### src/hw/rtl/wrsi_pkg.sv
// Shared types, codes and constants for the Wilder RSI / stochastic RSI core.
package wrsi_pkg;

    localparam int PRICE_W = 32;
    localparam int RSI_W   = 15;
    localparam int STO_W   = 17;
    localparam int FRAC    = 16;

    localparam logic [RSI_W-1:0] RSI_FULL = 15'd25600;

    localparam logic [1:0] OP_G = 2'd0;
    localparam logic [1:0] OP_L = 2'd1;
    localparam logic [1:0] OP_R = 2'd2;
    localparam logic [1:0] OP_S = 2'd3;

    typedef struct packed {
        logic       capture;
        logic       eval;
        logic       div_go;
        logic [1:0] op;
        logic       mul;
        logic       hist_wr;
        logic       scan_step;
        logic       out_load;
    } t_cmd;

    typedef struct packed {
        logic first;
        logic seed_more;
        logic div_done;
        logic lzero;
        logic stoch_more;
        logic scan_done;
        logic flat;
        logic out_free;
    } t_sts;

endpackage

### src/hw/rtl/wrsi_in_if.sv
// Input request channel: closing price and restart flag.
interface wrsi_in_if;
    logic                        valid;
    logic                        ready;
    logic [wrsi_pkg::PRICE_W-1:0] price;
    logic                        restart;

    modport source (output valid, output price, output restart, input ready);
    modport sink   (input valid, input price, input restart, output ready);
endinterface

### src/hw/rtl/wrsi_out_if.sv
// Output request channel: RSI and stochastic RSI result.
interface wrsi_out_if;
    logic                      valid;
    logic                      ready;
    logic                      rsi_valid;
    logic [wrsi_pkg::RSI_W-1:0] rsi;
    logic                      stoch_valid;
    logic [wrsi_pkg::STO_W-1:0] stoch_rsi;
    logic                      stoch_flat;

    modport source (output valid, output rsi_valid, output rsi, output stoch_valid,
                    output stoch_rsi, output stoch_flat, input ready);
    modport sink   (input valid, input rsi_valid, input rsi, input stoch_valid,
                    input stoch_rsi, input stoch_flat, output ready);
endinterface

### src/hw/rtl/wrsi_ram.sv
// Generic simple dual-port RAM with registered read.
module wrsi_ram #(
    parameter int WIDTH = 15,
    parameter int DEPTH = 14
) (
    input  logic                     i_clk,
    input  logic                     i_we,
    input  logic [$clog2(DEPTH)-1:0] i_waddr,
    input  logic [WIDTH-1:0]         i_wdata,
    input  logic [$clog2(DEPTH)-1:0] i_raddr,
    output logic [WIDTH-1:0]         o_rdata
);
    logic [WIDTH-1:0] r_mem [DEPTH];
    logic [WIDTH-1:0] r_rdata;

    always_ff @(posedge i_clk) begin
        if (i_we) begin
            r_mem[i_waddr] <= i_wdata;
        end
        r_rdata <= r_mem[i_raddr];
    end

    assign o_rdata = r_rdata;
endmodule

### src/hw/rtl/wrsi_div.sv
// Dividers: restoring bit-serial divider and a byte-per-cycle divider by a constant.
module wrsi_div #(
    parameter int DVD_W = 64,
    parameter int DVS_W = 49
) (
    input  logic             i_clk,
    input  logic             i_rst_n,
    input  logic             i_start,
    input  logic [DVD_W-1:0] i_dividend,
    input  logic [DVS_W-1:0] i_divisor,
    output logic             o_done,
    output logic [DVD_W-1:0] o_quot
);
    localparam int CW = $clog2(DVD_W + 1);

    logic             r_busy;
    logic             r_done;
    logic [CW-1:0]    r_cnt;
    logic [DVD_W-1:0] r_q;
    logic [DVS_W-1:0] r_r;
    logic [DVS_W-1:0] r_d;
    logic [DVS_W:0]   rem_sh;
    logic [DVS_W:0]   diff;
    logic             ge;

    assign rem_sh = {r_r, r_q[DVD_W-1]};
    assign ge     = rem_sh >= {1'b0, r_d};
    assign diff   = rem_sh - {1'b0, r_d};

    always_ff @(posedge i_clk) begin
        if (!i_rst_n) begin
            r_busy <= 1'b0;
            r_done <= 1'b0;
            r_cnt  <= '0;
        end else begin
            r_done <= 1'b0;
            if (i_start) begin
                r_busy <= 1'b1;
                r_cnt  <= CW'(DVD_W);
            end else if (r_busy) begin
                r_cnt <= r_cnt - 1'b1;
                if (r_cnt == CW'(1)) begin
                    r_busy <= 1'b0;
                    r_done <= 1'b1;
                end
            end
        end
    end

    always_ff @(posedge i_clk) begin
        if (i_start) begin
            r_q <= i_dividend;
            r_r <= '0;
            r_d <= i_divisor;
        end else if (r_busy) begin
            r_q <= {r_q[DVD_W-2:0], ge};
            r_r <= ge ? diff[DVS_W-1:0] : rem_sh[DVS_W-1:0];
        end
    end

    assign o_done = r_done;
    assign o_quot = r_q;
endmodule

// long division by a constant, one byte per cycle, digit by reciprocal multiply
module wrsi_cdiv #(
    parameter int DVD_W = 64,
    parameter int DIV   = 14
) (
    input  logic             i_clk,
    input  logic             i_rst_n,
    input  logic             i_start,
    input  logic [DVD_W-1:0] i_dividend,
    output logic             o_done,
    output logic [DVD_W-1:0] o_quot
);
    localparam int DG   = 8;
    localparam int ND   = (DVD_W + DG - 1) / DG;
    localparam int XW   = ND * DG;
    localparam int RB   = $clog2(DIV);
    localparam int VW   = RB + DG;
    localparam int SHR  = VW + RB;
    localparam int MULT = (2 ** SHR + DIV - 1) / DIV;
    localparam int MW   = SHR - RB + 2;
    localparam int PW   = VW + MW;
    localparam int CW   = $clog2(ND + 1);

    logic          r_busy;
    logic          r_done;
    logic [CW-1:0] r_cnt;
    logic [XW-1:0] r_x;
    logic [RB-1:0] r_rem;
    logic [VW-1:0] v;
    logic [PW-1:0] prod;
    logic [DG-1:0] qd;
    logic [RB-1:0] rn;

    assign v    = {r_rem, r_x[XW-1 -: DG]};
    assign prod = PW'(v) * PW'(MULT);
    assign qd   = DG'(prod >> SHR);
    assign rn   = RB'(v - VW'(qd) * VW'(DIV));

    always_ff @(posedge i_clk) begin
        if (!i_rst_n) begin
            r_busy <= 1'b0;
            r_done <= 1'b0;
            r_cnt  <= '0;
        end else begin
            r_done <= 1'b0;
            if (i_start) begin
                r_busy <= 1'b1;
                r_cnt  <= CW'(ND);
            end else if (r_busy) begin
                r_cnt <= r_cnt - 1'b1;
                if (r_cnt == CW'(1)) begin
                    r_busy <= 1'b0;
                    r_done <= 1'b1;
                end
            end
        end
    end

    always_ff @(posedge i_clk) begin
        if (i_start) begin
            r_x   <= XW'(i_dividend);
            r_rem <= '0;
        end else if (r_busy) begin
            r_x   <= {r_x[XW-DG-1:0], qd};
            r_rem <= rn;
        end
    end

    assign o_done = r_done;
    assign o_quot = r_x[DVD_W-1:0];
endmodule

### src/hw/rtl/wrsi_ctrl.sv
// Sequencer for the RSI datapath.
module wrsi_ctrl (
    input  logic           i_clk,
    input  logic           i_rst_n,
    input  logic           i_in_valid,
    input  wrsi_pkg::t_sts i_sts,
    output logic           o_in_ready,
    output wrsi_pkg::t_cmd o_cmd
);
    localparam logic [3:0] S_IDLE = 4'd0;
    localparam logic [3:0] S_EVAL = 4'd1;
    localparam logic [3:0] S_G_GO = 4'd2;
    localparam logic [3:0] S_G_WT = 4'd3;
    localparam logic [3:0] S_L_GO = 4'd4;
    localparam logic [3:0] S_L_WT = 4'd5;
    localparam logic [3:0] S_MUL  = 4'd6;
    localparam logic [3:0] S_R_GO = 4'd7;
    localparam logic [3:0] S_R_WT = 4'd8;
    localparam logic [3:0] S_HWR  = 4'd9;
    localparam logic [3:0] S_SCAN = 4'd10;
    localparam logic [3:0] S_S_GO = 4'd11;
    localparam logic [3:0] S_S_WT = 4'd12;
    localparam logic [3:0] S_OUT  = 4'd13;

    logic [3:0] r_state;
    logic [3:0] n_state;

    always_ff @(posedge i_clk) begin
        if (!i_rst_n) begin
            r_state <= S_IDLE;
        end else begin
            r_state <= n_state;
        end
    end

    always_comb begin
        n_state    = r_state;
        o_cmd      = '0;
        o_in_ready = 1'b0;
        unique case (r_state)
            S_IDLE: begin
                o_in_ready = 1'b1;
                if (i_in_valid) begin
                    o_cmd.capture = 1'b1;
                    n_state       = S_EVAL;
                end
            end
            S_EVAL: begin
                o_cmd.eval = 1'b1;
                n_state    = (i_sts.first || i_sts.seed_more) ? S_OUT : S_G_GO;
            end
            S_G_GO: begin
                o_cmd.div_go = 1'b1;
                o_cmd.op     = wrsi_pkg::OP_G;
                n_state      = S_G_WT;
            end
            S_G_WT: begin
                if (i_sts.div_done) begin
                    n_state = S_L_GO;
                end
            end
            S_L_GO: begin
                o_cmd.div_go = 1'b1;
                o_cmd.op     = wrsi_pkg::OP_L;
                n_state      = S_L_WT;
            end
            S_L_WT: begin
                if (i_sts.div_done) begin
                    n_state = S_MUL;
                end
            end
            S_MUL: begin
                o_cmd.mul = 1'b1;
                n_state   = S_R_GO;
            end
            S_R_GO: begin
                o_cmd.div_go = 1'b1;
                o_cmd.op     = wrsi_pkg::OP_R;
                n_state      = i_sts.lzero ? S_HWR : S_R_WT;
            end
            S_R_WT: begin
                if (i_sts.div_done) begin
                    n_state = S_HWR;
                end
            end
            S_HWR: begin
                o_cmd.hist_wr = 1'b1;
                n_state       = i_sts.stoch_more ? S_OUT : S_SCAN;
            end
            S_SCAN: begin
                o_cmd.scan_step = 1'b1;
                if (i_sts.scan_done) begin
                    n_state = S_S_GO;
                end
            end
            S_S_GO: begin
                o_cmd.div_go = 1'b1;
                o_cmd.op     = wrsi_pkg::OP_S;
                n_state      = i_sts.flat ? S_OUT : S_S_WT;
            end
            S_S_WT: begin
                if (i_sts.div_done) begin
                    n_state = S_OUT;
                end
            end
            S_OUT: begin
                if (i_sts.out_free) begin
                    o_cmd.out_load = 1'b1;
                    n_state        = S_IDLE;
                end
            end
            default: begin
                n_state = S_IDLE;
            end
        endcase
    end
endmodule

### src/hw/rtl/wrsi_dp.sv
// Datapath: price state, Wilder averages, RSI history and output register.
module wrsi_dp #(
    parameter int RSI_PERIOD   = 14,
    parameter int STOCH_WINDOW = 14,
    parameter int PRICE_BITS   = 32
) (
    input  logic                         i_clk,
    input  logic                         i_rst_n,
    input  wrsi_pkg::t_cmd               i_cmd,
    output wrsi_pkg::t_sts               o_sts,
    input  logic [wrsi_pkg::PRICE_W-1:0] i_price,
    input  logic                         i_restart,
    input  logic                         i_out_ready,
    output logic                         o_out_valid,
    output logic                         o_rsi_valid,
    output logic [wrsi_pkg::RSI_W-1:0]   o_rsi,
    output logic                         o_stoch_valid,
    output logic [wrsi_pkg::STO_W-1:0]   o_stoch_rsi,
    output logic                         o_stoch_flat
);
    localparam int PB     = PRICE_BITS;
    localparam int FR     = wrsi_pkg::FRAC;
    localparam int RW     = wrsi_pkg::RSI_W;
    localparam int SW     = wrsi_pkg::STO_W;
    localparam int AVG_W  = PB + FR;
    localparam int SH     = (PB > 32) ? PB - 32 : 0;
    localparam int RG_W   = AVG_W - SH;
    localparam int PROD_W = RG_W + RW;
    localparam int DVD_W  = (AVG_W + FR > PROD_W) ? AVG_W + FR : PROD_W;
    localparam int DVS_W  = RG_W + 1;
    localparam int SCW    = $clog2(RSI_PERIOD + 1);
    localparam int HAW    = $clog2(STOCH_WINDOW);
    localparam int HCW    = $clog2(STOCH_WINDOW + 1);

    logic [wrsi_pkg::PRICE_W-1:0] r_price;
    logic                         r_restart;
    logic [PB-1:0]                r_last;
    logic                         r_have;
    logic [SCW-1:0]               r_seed_cnt;
    logic                         r_mode_seed;
    logic [PB-1:0]                r_gain;
    logic [PB-1:0]                r_loss;
    logic [AVG_W-1:0]             r_avg_g;
    logic [AVG_W-1:0]             r_avg_l;
    logic [PROD_W-1:0]            r_prod;
    logic [1:0]                   r_op;
    logic                         r_up;
    logic [RW-1:0]                r_rsi;
    logic                         r_rsi_ok;
    logic                         r_st_ok;
    logic [SW-1:0]                r_sto;
    logic                         r_flat;
    logic [HAW-1:0]               r_hptr;
    logic [HCW-1:0]               r_hcnt;
    logic [HCW-1:0]               r_sidx;
    logic                         r_rd_v;
    logic                         r_sfirst;
    logic [RW-1:0]                r_lo;
    logic [RW-1:0]                r_hi;
    logic                         r_out_v;
    logic                         r_o_rsi_ok;
    logic [RW-1:0]                r_o_rsi;
    logic                         r_o_st_ok;
    logic [SW-1:0]                r_o_sto;
    logic                         r_o_flat;

    logic [PB-1:0]    pm;
    logic             first;
    logic             seed_act;
    logic [RG_W-1:0]  gs;
    logic [RG_W-1:0]  ls;
    logic             lzero;
    logic             flat;
    logic [AVG_W-1:0] sel_a;
    logic [AVG_W-1:0] sel_n;
    logic             up;
    logic [DVD_W-1:0] dvd;
    logic [DVS_W-1:0] dvs;
    logic             sdiv_start;
    logic             cdiv_start;
    logic             sdiv_done;
    logic             cdiv_done;
    logic [DVD_W-1:0] squot;
    logic [DVD_W-1:0] cquot;
    logic             div_done;
    logic [DVD_W-1:0] quot;
    logic [RW-1:0]    rdata;
    logic [RW-1:0]    rdiff;

    assign pm       = PB'(r_price);
    assign first    = r_restart || !r_have;
    assign seed_act = r_seed_cnt < SCW'(RSI_PERIOD);
    assign gs       = RG_W'(r_avg_g >> SH);
    assign ls       = RG_W'(r_avg_l >> SH);
    assign lzero    = (ls == '0);
    assign flat     = (r_hi == r_lo);
    assign rdiff    = r_rsi - r_lo;

    always_comb begin
        sel_a = (i_cmd.op == wrsi_pkg::OP_G) ? r_avg_g : r_avg_l;
        sel_n = (i_cmd.op == wrsi_pkg::OP_G) ? (AVG_W'(r_gain) << FR)
                                             : (AVG_W'(r_loss) << FR);
        up    = sel_n >= sel_a;
        dvd   = '0;
        dvs   = '0;
        unique case (i_cmd.op)
            wrsi_pkg::OP_G, wrsi_pkg::OP_L: begin
                if (r_mode_seed) begin
                    dvd = DVD_W'(sel_a) << FR;
                end else if (up) begin
                    dvd = DVD_W'(sel_n - sel_a);
                end else begin
                    dvd = DVD_W'(sel_a - sel_n) + DVD_W'(RSI_PERIOD - 1);
                end
            end
            wrsi_pkg::OP_R: begin
                dvd = DVD_W'(r_prod);
                dvs = DVS_W'(gs) + DVS_W'(ls);
            end
            wrsi_pkg::OP_S: begin
                dvd = DVD_W'(rdiff) << FR;
                dvs = DVS_W'(r_hi - r_lo);
            end
            default: begin
                dvd = '0;
            end
        endcase
    end

    assign cdiv_start = i_cmd.div_go
                        && (i_cmd.op == wrsi_pkg::OP_G || i_cmd.op == wrsi_pkg::OP_L);
    assign sdiv_start = i_cmd.div_go
                        && ((i_cmd.op == wrsi_pkg::OP_R && !lzero)
                            || (i_cmd.op == wrsi_pkg::OP_S && !flat));
    assign div_done   = sdiv_done || cdiv_done;
    assign quot       = (r_op == wrsi_pkg::OP_G || r_op == wrsi_pkg::OP_L) ? cquot : squot;

    wrsi_div #(.DVD_W(DVD_W), .DVS_W(DVS_W)) u_div (
        .i_clk      (i_clk),
        .i_rst_n    (i_rst_n),
        .i_start    (sdiv_start),
        .i_dividend (dvd),
        .i_divisor  (dvs),
        .o_done     (sdiv_done),
        .o_quot     (squot)
    );

    wrsi_cdiv #(.DVD_W(DVD_W), .DIV(RSI_PERIOD)) u_cdiv (
        .i_clk      (i_clk),
        .i_rst_n    (i_rst_n),
        .i_start    (cdiv_start),
        .i_dividend (dvd),
        .o_done     (cdiv_done),
        .o_quot     (cquot)
    );

    wrsi_ram #(.WIDTH(RW), .DEPTH(STOCH_WINDOW)) u_hist (
        .i_clk   (i_clk),
        .i_we    (i_cmd.hist_wr),
        .i_waddr (r_hptr),
        .i_wdata (r_rsi),
        .i_raddr (r_sidx[HAW-1:0]),
        .o_rdata (rdata)
    );

    // control state
    always_ff @(posedge i_clk) begin
        if (!i_rst_n) begin
            r_have     <= 1'b0;
            r_seed_cnt <= '0;
            r_hptr     <= '0;
            r_hcnt     <= '0;
            r_sidx     <= '0;
            r_rd_v     <= 1'b0;
            r_out_v    <= 1'b0;
            r_avg_g    <= '0;
            r_avg_l    <= '0;
            r_last     <= '0;
        end else begin
            if (i_cmd.eval) begin
                r_last <= pm;
                if (first) begin
                    r_have     <= 1'b1;
                    r_seed_cnt <= '0;
                    r_hptr     <= '0;
                    r_hcnt     <= '0;
                    r_avg_g    <= '0;
                    r_avg_l    <= '0;
                end else if (seed_act) begin
                    r_seed_cnt <= r_seed_cnt + 1'b1;
                    r_avg_g    <= r_avg_g + AVG_W'((pm > r_last) ? pm - r_last : '0);
                    r_avg_l    <= r_avg_l + AVG_W'((pm < r_last) ? r_last - pm : '0);
                end
            end
            if (div_done && (r_op == wrsi_pkg::OP_G)) begin
                if (r_mode_seed) begin
                    r_avg_g <= quot[AVG_W-1:0];
                end else begin
                    r_avg_g <= r_up ? r_avg_g + quot[AVG_W-1:0] : r_avg_g - quot[AVG_W-1:0];
                end
            end
            if (div_done && (r_op == wrsi_pkg::OP_L)) begin
                if (r_mode_seed) begin
                    r_avg_l <= quot[AVG_W-1:0];
                end else begin
                    r_avg_l <= r_up ? r_avg_l + quot[AVG_W-1:0] : r_avg_l - quot[AVG_W-1:0];
                end
            end
            if (i_cmd.hist_wr) begin
                r_hptr <= (r_hptr == HAW'(STOCH_WINDOW - 1)) ? '0 : r_hptr + 1'b1;
                if (r_hcnt < HCW'(STOCH_WINDOW)) begin
                    r_hcnt <= r_hcnt + 1'b1;
                end
                r_sidx <= '0;
                r_rd_v <= 1'b0;
            end else if (i_cmd.scan_step) begin
                r_rd_v <= r_sidx < HCW'(STOCH_WINDOW);
                if (r_sidx < HCW'(STOCH_WINDOW)) begin
                    r_sidx <= r_sidx + 1'b1;
                end
            end
            if (i_cmd.out_load) begin
                r_out_v <= 1'b1;
            end else if (i_out_ready) begin
                r_out_v <= 1'b0;
            end
        end
    end

    // payload
    always_ff @(posedge i_clk) begin
        if (i_cmd.capture) begin
            r_price   <= i_price;
            r_restart <= i_restart;
        end
        if (i_cmd.eval) begin
            r_gain      <= (pm > r_last) ? pm - r_last : '0;
            r_loss      <= (pm < r_last) ? r_last - pm : '0;
            r_mode_seed <= seed_act;
            r_rsi       <= '0;
            r_rsi_ok    <= 1'b0;
            r_st_ok     <= 1'b0;
            r_sto       <= '0;
            r_flat      <= 1'b0;
        end
        if (i_cmd.div_go) begin
            r_op <= i_cmd.op;
            r_up <= up;
        end
        if (i_cmd.mul) begin
            r_prod   <= PROD_W'(gs) * PROD_W'(wrsi_pkg::RSI_FULL);
            r_rsi_ok <= 1'b1;
        end
        if (i_cmd.div_go && (i_cmd.op == wrsi_pkg::OP_R) && lzero) begin
            r_rsi <= wrsi_pkg::RSI_FULL;
        end
        if (i_cmd.div_go && (i_cmd.op == wrsi_pkg::OP_S)) begin
            r_st_ok <= 1'b1;
            r_flat  <= flat;
        end
        if (div_done && (r_op == wrsi_pkg::OP_R)) begin
            r_rsi <= quot[RW-1:0];
        end
        if (div_done && (r_op == wrsi_pkg::OP_S)) begin
            r_sto <= quot[SW-1:0];
        end
        if (i_cmd.hist_wr) begin
            r_sfirst <= 1'b1;
        end else if (i_cmd.scan_step && r_rd_v) begin
            r_sfirst <= 1'b0;
            if (r_sfirst || rdata < r_lo) begin
                r_lo <= rdata;
            end
            if (r_sfirst || rdata > r_hi) begin
                r_hi <= rdata;
            end
        end
        if (i_cmd.out_load) begin
            r_o_rsi_ok <= r_rsi_ok;
            r_o_rsi    <= r_rsi;
            r_o_st_ok  <= r_st_ok;
            r_o_sto    <= r_sto;
            r_o_flat   <= r_flat;
        end
    end

    always_comb begin
        o_sts            = '0;
        o_sts.first      = first;
        o_sts.seed_more  = !first && (r_seed_cnt < SCW'(RSI_PERIOD - 1));
        o_sts.div_done   = div_done;
        o_sts.lzero      = lzero;
        o_sts.stoch_more = r_hcnt < HCW'(STOCH_WINDOW - 1);
        o_sts.scan_done  = r_rd_v && (r_sidx == HCW'(STOCH_WINDOW));
        o_sts.flat       = flat;
        o_sts.out_free   = !r_out_v || i_out_ready;
    end

    assign o_out_valid   = r_out_v;
    assign o_rsi_valid   = r_o_rsi_ok;
    assign o_rsi         = r_o_rsi;
    assign o_stoch_valid = r_o_st_ok;
    assign o_stoch_rsi   = r_o_sto;
    assign o_stoch_flat  = r_o_flat;
endmodule

### src/hw/rtl/wilder_rsi_with_stochastic_rsi_core.sv
// Wilder RSI with stochastic RSI: one closing price in, one result out.
// Per price, the RSI and stochastic divisions take a bit per cycle and the two divisions
//   by RSI_PERIOD a byte per cycle; the RSI division is skipped when avg loss is zero, the
//   stochastic division when the window range is zero. Seed-phase prices before the last
//   skip all divisions. One price in flight; a new request is taken while the previous
//   result waits in the output register.
// Reset: synchronous active-low i_rst_n clears all history and the controller.
module wilder_rsi_with_stochastic_rsi_core #(
    parameter int RSI_PERIOD   = 14,
    parameter int STOCH_WINDOW = 14,
    parameter int PRICE_BITS   = 32
) (
    input  logic             i_clk,
    input  logic             i_rst_n,
    wrsi_in_if.sink          i_in,
    wrsi_out_if.source       o_out
);
    wrsi_pkg::t_cmd cmd;
    wrsi_pkg::t_sts sts;

    wrsi_ctrl u_ctrl (
        .i_clk      (i_clk),
        .i_rst_n    (i_rst_n),
        .i_in_valid (i_in.valid),
        .i_sts      (sts),
        .o_in_ready (i_in.ready),
        .o_cmd      (cmd)
    );

    wrsi_dp #(
        .RSI_PERIOD   (RSI_PERIOD),
        .STOCH_WINDOW (STOCH_WINDOW),
        .PRICE_BITS   (PRICE_BITS)
    ) u_dp (
        .i_clk         (i_clk),
        .i_rst_n       (i_rst_n),
        .i_cmd         (cmd),
        .o_sts         (sts),
        .i_price       (i_in.price),
        .i_restart     (i_in.restart),
        .i_out_ready   (o_out.ready),
        .o_out_valid   (o_out.valid),
        .o_rsi_valid   (o_out.rsi_valid),
        .o_rsi         (o_out.rsi),
        .o_stoch_valid (o_out.stoch_valid),
        .o_stoch_rsi   (o_out.stoch_rsi),
        .o_stoch_flat  (o_out.stoch_flat)
    );

    a_rsi_zero: assert property (@(posedge i_clk) disable iff (!i_rst_n)
        o_out.valid && !o_out.rsi_valid |-> o_out.rsi == '0 && !o_out.stoch_valid)
        else $error("rsi nonzero before seed complete");

    a_rsi_range: assert property (@(posedge i_clk) disable iff (!i_rst_n)
        o_out.valid |-> o_out.rsi <= wrsi_pkg::RSI_FULL && o_out.stoch_rsi <= 17'd65536)
        else $error("result out of range");

    a_flat_zero: assert property (@(posedge i_clk) disable iff (!i_rst_n)
        o_out.valid && o_out.stoch_flat |-> o_out.stoch_valid && o_out.stoch_rsi == '0)
        else $error("flat window with nonzero stochastic rsi");

    a_no_accept_busy: assert property (@(posedge i_clk) disable iff (!i_rst_n)
        i_in.valid && i_in.ready |=> !i_in.ready)
        else $error("request accepted while busy");
endmodule

### src/flat_wrapper.sv
// flat-port wrapper written by rule: the top's interface ports become plain ports
module wilder_rsi_with_stochastic_rsi_core_flat 
#(
    parameter int RSI_PERIOD   = 14,
    parameter int STOCH_WINDOW = 14,
    parameter int PRICE_BITS   = 32
)
  (i_clk, i_rst_n, i_in_valid, i_in_price, i_in_restart, i_in_ready, o_out_valid, o_out_rsi_valid, o_out_rsi, o_out_stoch_valid, o_out_stoch_rsi, o_out_stoch_flat, o_out_ready);
  wrsi_in_if i_in_i ();
  wrsi_out_if o_out_i ();
  input  logic i_clk;
  input  logic i_rst_n;
  input wire logic [$bits(i_in_i.valid)-1:0] i_in_valid;
  input wire logic [$bits(i_in_i.price)-1:0] i_in_price;
  input wire logic [$bits(i_in_i.restart)-1:0] i_in_restart;
  output wire logic [$bits(i_in_i.ready)-1:0] i_in_ready;
  output wire logic [$bits(o_out_i.valid)-1:0] o_out_valid;
  output wire logic [$bits(o_out_i.rsi_valid)-1:0] o_out_rsi_valid;
  output wire logic [$bits(o_out_i.rsi)-1:0] o_out_rsi;
  output wire logic [$bits(o_out_i.stoch_valid)-1:0] o_out_stoch_valid;
  output wire logic [$bits(o_out_i.stoch_rsi)-1:0] o_out_stoch_rsi;
  output wire logic [$bits(o_out_i.stoch_flat)-1:0] o_out_stoch_flat;
  input wire logic [$bits(o_out_i.ready)-1:0] o_out_ready;
  assign i_in_i.valid = i_in_valid;
  assign i_in_i.price = i_in_price;
  assign i_in_i.restart = i_in_restart;
  assign i_in_ready = i_in_i.ready;
  assign o_out_valid = o_out_i.valid;
  assign o_out_rsi_valid = o_out_i.rsi_valid;
  assign o_out_rsi = o_out_i.rsi;
  assign o_out_stoch_valid = o_out_i.stoch_valid;
  assign o_out_stoch_rsi = o_out_i.stoch_rsi;
  assign o_out_stoch_flat = o_out_i.stoch_flat;
  assign o_out_i.ready = o_out_ready;
  wilder_rsi_with_stochastic_rsi_core #(.RSI_PERIOD(RSI_PERIOD), .STOCH_WINDOW(STOCH_WINDOW), .PRICE_BITS(PRICE_BITS)) u_core (.i_clk(i_clk), .i_rst_n(i_rst_n), .i_in(i_in_i), .o_out(o_out_i));
endmodule
### config.mk
export PLATFORM = sky130hd
export DESIGN_NAME = wilder_rsi_with_stochastic_rsi_core_flat
export DESIGN_NICKNAME = d
export VERILOG_FILES = /design/src/hw/rtl/wrsi_pkg.sv /design/src/hw/rtl/wrsi_in_if.sv /design/src/hw/rtl/wrsi_out_if.sv /design/src/hw/rtl/wrsi_ram.sv /design/src/hw/rtl/wrsi_div.sv /design/src/hw/rtl/wrsi_ctrl.sv /design/src/hw/rtl/wrsi_dp.sv /design/src/hw/rtl/wilder_rsi_with_stochastic_rsi_core.sv /design/src/flat_wrapper.sv
export SDC_FILE = /design/constraint.sdc
export NUM_CORES = 2
export LEC_CHECK = 0
export ABC_AREA = 0
export BUFFER_PORTS_ARGS = -buffer_cell sky130_fd_sc_hd__buf_2
export CORE_AREA = 2 2 422 424
export CTS_CLUSTER_DIAMETER = 80
export DETAILED_ROUTE_END_ITERATION = 8
export DIE_AREA = 0 0 424 426
export GPL_TIMING_DRIVEN = 0
export MAX_ROUTING_LAYER = met4
export PLACE_DENSITY = 0.52
export SYNTH_ARGS = -nofsm -noshare
export SYNTH_HDL_FRONTEND = slang
export SYNTH_SLANG_ARGS = --single-unit
export TNS_END_PERCENT = 10
### constraint.sdc
create_clock -name i_clk -period 10.1 [get_ports i_clk]
set_input_delay 0 -clock i_clk [delete_from_list [all_inputs] [get_ports i_clk]]
set_output_delay 0 -clock i_clk [all_outputs]
set_load 0.02 [all_outputs]
==> results <==
- The run finished, with violations left.
- The checks that failed: capacitance limit, slew limit.
- STA puts the critical path data required time at 10.68 ns.
- VDD sags by at most 0.000452 V.
- The initial antenna violation count came to 23.
- After detailed routing, the number of remaining DRC violations is 0.
- The tightest min-delay check is of the primary input to register type.
- The number of enable flip-flop cells after synthesis is 639.
- The total number of placement rows is roughly 150.
- Static timing analysis puts the maximum clock frequency at 101 MHz.
- The later pin in the worst-skew pair is clocked with a latency of about 0.8 ns.
- Of the post-synthesis cell area, the dominant cell type holds 0.274.
- The maximum clock skew at final layout is 0.0756 ns.
- The number of buffers added by the clock tree synthesis step is 111.
- Power comes to 27.3 mW.
- Leaving out fill and tap cells, the most frequent cells in the layout are ha_1, a21oi_1, edfxtp_1, nor2_1, inv_1.
- Summed over all layers, the routed wires come to 314,000 um.
- A synthesized cell averages 9.20 um2.
- No sink is reached through more buffers than the 3 on the longest clock path.
- The count of nets left with antenna violations after detail routing is 0.
- After global routing the overflow that remains totals 0.
- The proportion of synthesized chip area in sequential cells is 0.342.
- The final hold violation count is 0.
- The number of buffers added for setup after CTS is 0.
- The relative area change from synthesis to final layout is 12.5%.
- The clock input transition at the sequential cells of the worst setup and hold paths is 0.06 ns.
- The relative slew slack is -0.0731.
- The core area is 176,000 um2.
- Max-cap violations in this run came to 6.
- The final RePlAce weighted congestion is about 1.1.
- TritonCTS built the clock tree.
- The clock sink count is around 880.
- The HPWL reported at the end of detailed placement is 255,000 um.
- The worst stage delay on the critical path is a little under 0.9 ns.
- edfxtp_1 takes more of the synthesized area than any other cell.
- The family of cells with the greatest summed delay on the critical path is buffers and inverters.
- The first-pass iteration count of the detailed router is 8.
- The worst setup path is captured at a register.
- The path type of the worst setup path is register to register.
- The fraction of layout cells with a size suffix above 1 is 0.0807.
- The cell occurring most often along the worst timing path is clkbuf_1.
- The number of vias per cell is around 6.0.
- The wire length per cell is between 30 and 40 um.
- The count of unique library cells instantiated by Yosys is roughly 110.
- The maximum number of pins on one net before global-route repair is 57.
- The cell leakage power is 33.7 nW.
- The power density of the placed cells is between 300 and 400 nW/um2.
- Among all flip-flop cells after synthesis, the most frequent one is edfxtp_1.
- The final-report max-slew violation count is 41.
- The slowest stage of the critical path belongs to the cell xnor2_1.
- At the pin with the least slew margin, the transition time is between 1.5 and 2 ns.
- The first-iteration detailed-routing DRC count is around 6,800.
- The area of the die is 181,000 um2.
- The synthesized area is 70,000 um2.
- The data arrival time of the critical path is 10.46 ns.
- In the final timing run, aggregate negative setup slack is 0 ns.
- The die is 426 um tall.
- The tree is rooted in a clkbuf_16.
- STA classifies the critical path startpoint as a register.
- For this run, the total global-route usage over all layers was measured as 0.350.
- The library cell used most frequently in the layout, excluding fill and tap cells, is ha_1.
- Buffers placed on the I/O ports in this run total 73.
- Sorting the synthesized cells by area gives the leading types as edfxtp_1, ha_1, dfxtp_1.
- In this run the horizontal extent of the chip is 424 um.
- The final critical path time including I/O delays and setup is 9.88 ns.
- Pin placement for this block handled 74 I/O pins.
- The global-route wire length before repair is roughly 440,000 um.
- The via count of the routed design is 62,600.
- The finished layout holds 10,400 standard cells, fillers aside.
- Of all nets on the critical path, the largest fanout is 10.
- The total of flip-flops plus latches after synthesis is just under 900.
- The number of global-route vias before repair is 59,300.
- The cell count after placement is 10,100.
- The H-tree was split into 3 levels.
- At the end of the flow, the number of nets in the layout was 8,740.
- Setup violations remaining at the end of the flow were counted as 0.
- The Yosys step of the flow raised 0 warnings.
- Counting the fill cells in the layout gives 17,400.
- For this configuration, the core starts out at a cell density of 0.398.
- Setup repair after global routing left no endpoint under its margin.
- Synthesis produced a netlist whose cell count is roughly 7,600.
- Dividing the final minimum period by the clock period gives 0.979.
- The share of flip-flops with an asynchronous set or reset is 0.
- The buffering stage count on the worst path with inverters included is 7.
==> layer usage <==
layer  track usage  wire length [um]  vias to the layer above
met2         0.527            138000                     2575
met4         0.198             21200                        0
met1         0.439            131000                    30900
met5             -                 0                        -
li1              -                 -                    28500
met3        0.0690             24200                      637
==> Yosys cell counts, drive strengths merged, types with 15 or more instances <==
cell	count
a211oi	81
a21boi	21
a21o	329
a21oi	652
a221o	16
a221oi	60
a222oi	35
a22oi	31
a311oi	17
a31oi	82
a41oi	21
and2	48
and3	71
and4	15
buf	67
clkbuf	267
dfxtp	237
edfxtp	639
fa	73
ha	713
inv	623
mux2	81
mux2i	106
mux4	60
nand2	507
nand2b	89
nand3	142
nand4	94
nor2	641
nor2b	72
nor3	104
nor4	42
o211ai	35
o21a	55
o21ai	453
o21bai	81
o221a	20
o221ai	27
o22ai	35
o311ai	17
o31ai	37
or2	30
or3	38
xnor2	320
xor2	213
==> registers in the layout, indices dropped and copies added (netlist names), 7 cells and up <==
name / count
u_core.u_dp.r_gain: 32
u_core.u_dp.r_rsi: 15
u_core.u_dp.o_rsi: 15
u_core.u_dp.r_last: 32
u_core.u_dp.gs: 48
u_core.u_dp.ls: 48
u_core.u_dp.r_hi: 15
u_core.u_dp.r_lo: 15
u_core.u_dp.u_div.o_quot: 64
u_core.u_dp.u_div.r_cnt: 7
u_core.u_dp.r_sto: 17
u_core.u_dp.r_prod: 53
u_core.u_dp.u_hist.o_rdata: 15
u_core.u_dp.r_loss: 32
u_core.u_dp.u_cdiv.o_quot: 64
u_core.u_dp.u_div.r_r: 49
u_core.u_dp.u_hist.r_mem: 210
u_core.u_dp.o_stoch_rsi: 17
u_core.u_dp.pm: 32
u_core.u_dp.u_div.r_d: 49
==> through the flow <==
stage                     cell area [um2]  setup slack [ns]  hold slack (ns)  utilization
final                               78700             0.216            0.272        0.448
after global routing                78700            0.0639            0.299        0.448
after CTS                           78600            0.0346            0.284        0.447
after floorplan                     70000              2.81           0.0989            -
after global placement              73300             -1.71            0.176        0.417
after detailed placement            74000            0.0142            0.178        0.421
==> worst min-delay path, stage by stage <==
cell and delay (ns):
dlygate4sd3_1 0.52, buf_2 0.09, nand2b_1 0.23, a21oi_1 0.18
==> report_power, final <==
part	total [mW]	internal [mW]	leakage [nW]	switching [mW]
clock network	4.26	2.48	1.91	1.78
logic	17.2	5.80	24.0	11.4
registers	5.82	4.88	7.84	0.945
total	27.3	13.2	33.7	14.1
==> what timing repair did <==
| item | CTS | global route |
|---|---|---|
| hold buffers | 69 | 0 |
| hold endpoints to repair | 44 | 0 |
| setup endpoints to repair | 8 | 31 |
| resized for setup | 3 | 7 |
==> area by class of cell <==
class,instances,area [um2],share of cell area
Multi-Input combinational cell,5782,42600,0.541
Sequential cell,876,23900,0.304
Clock buffer,131,2960,0.0376
Tap cell,2340,2930,0.0372
Inverter,627,2360,0.0299
Timing Repair Buffer,185,1580,0.0200
Buffer,334,1360,0.0173
Clock inverter,79,971,0.0123
Antenna cell,22,55.1,0.000699
==> cell families (layout without fill, tap and decap cells) <==
logic type	Yosys count	in the layout	synth area share
mux	247	247	0.0475
xor+xnor	533	533	0.0669
other cells	1	37	0.0000536
flops	876	876	0.342
compound gates	2250	2250	0.210
simple gates	1950	1950	0.132
buf+inv	961	1356	0.0530
fa+ha+maj	787	787	0.148
==> path summary, 6_finish.rpt <==
path,startpoint,endpoint,slack [ns],cells past startpoint
worst max-delay path,u_core.u_dp.r_op[1],u_core.u_dp.gs[46],0.22,27
worst min-delay path,o_out_ready,u_core.u_dp.o_out_valid,0.27,4
worst max register to register,u_core.u_dp.r_op[1],u_core.u_dp.gs[46],0.22,27
worst min register to register,u_core.u_dp.r_sto[16],u_core.u_dp.o_stoch_rsi[16],0.42,0
No activity file was read; power rests on OpenSTA's default activity.
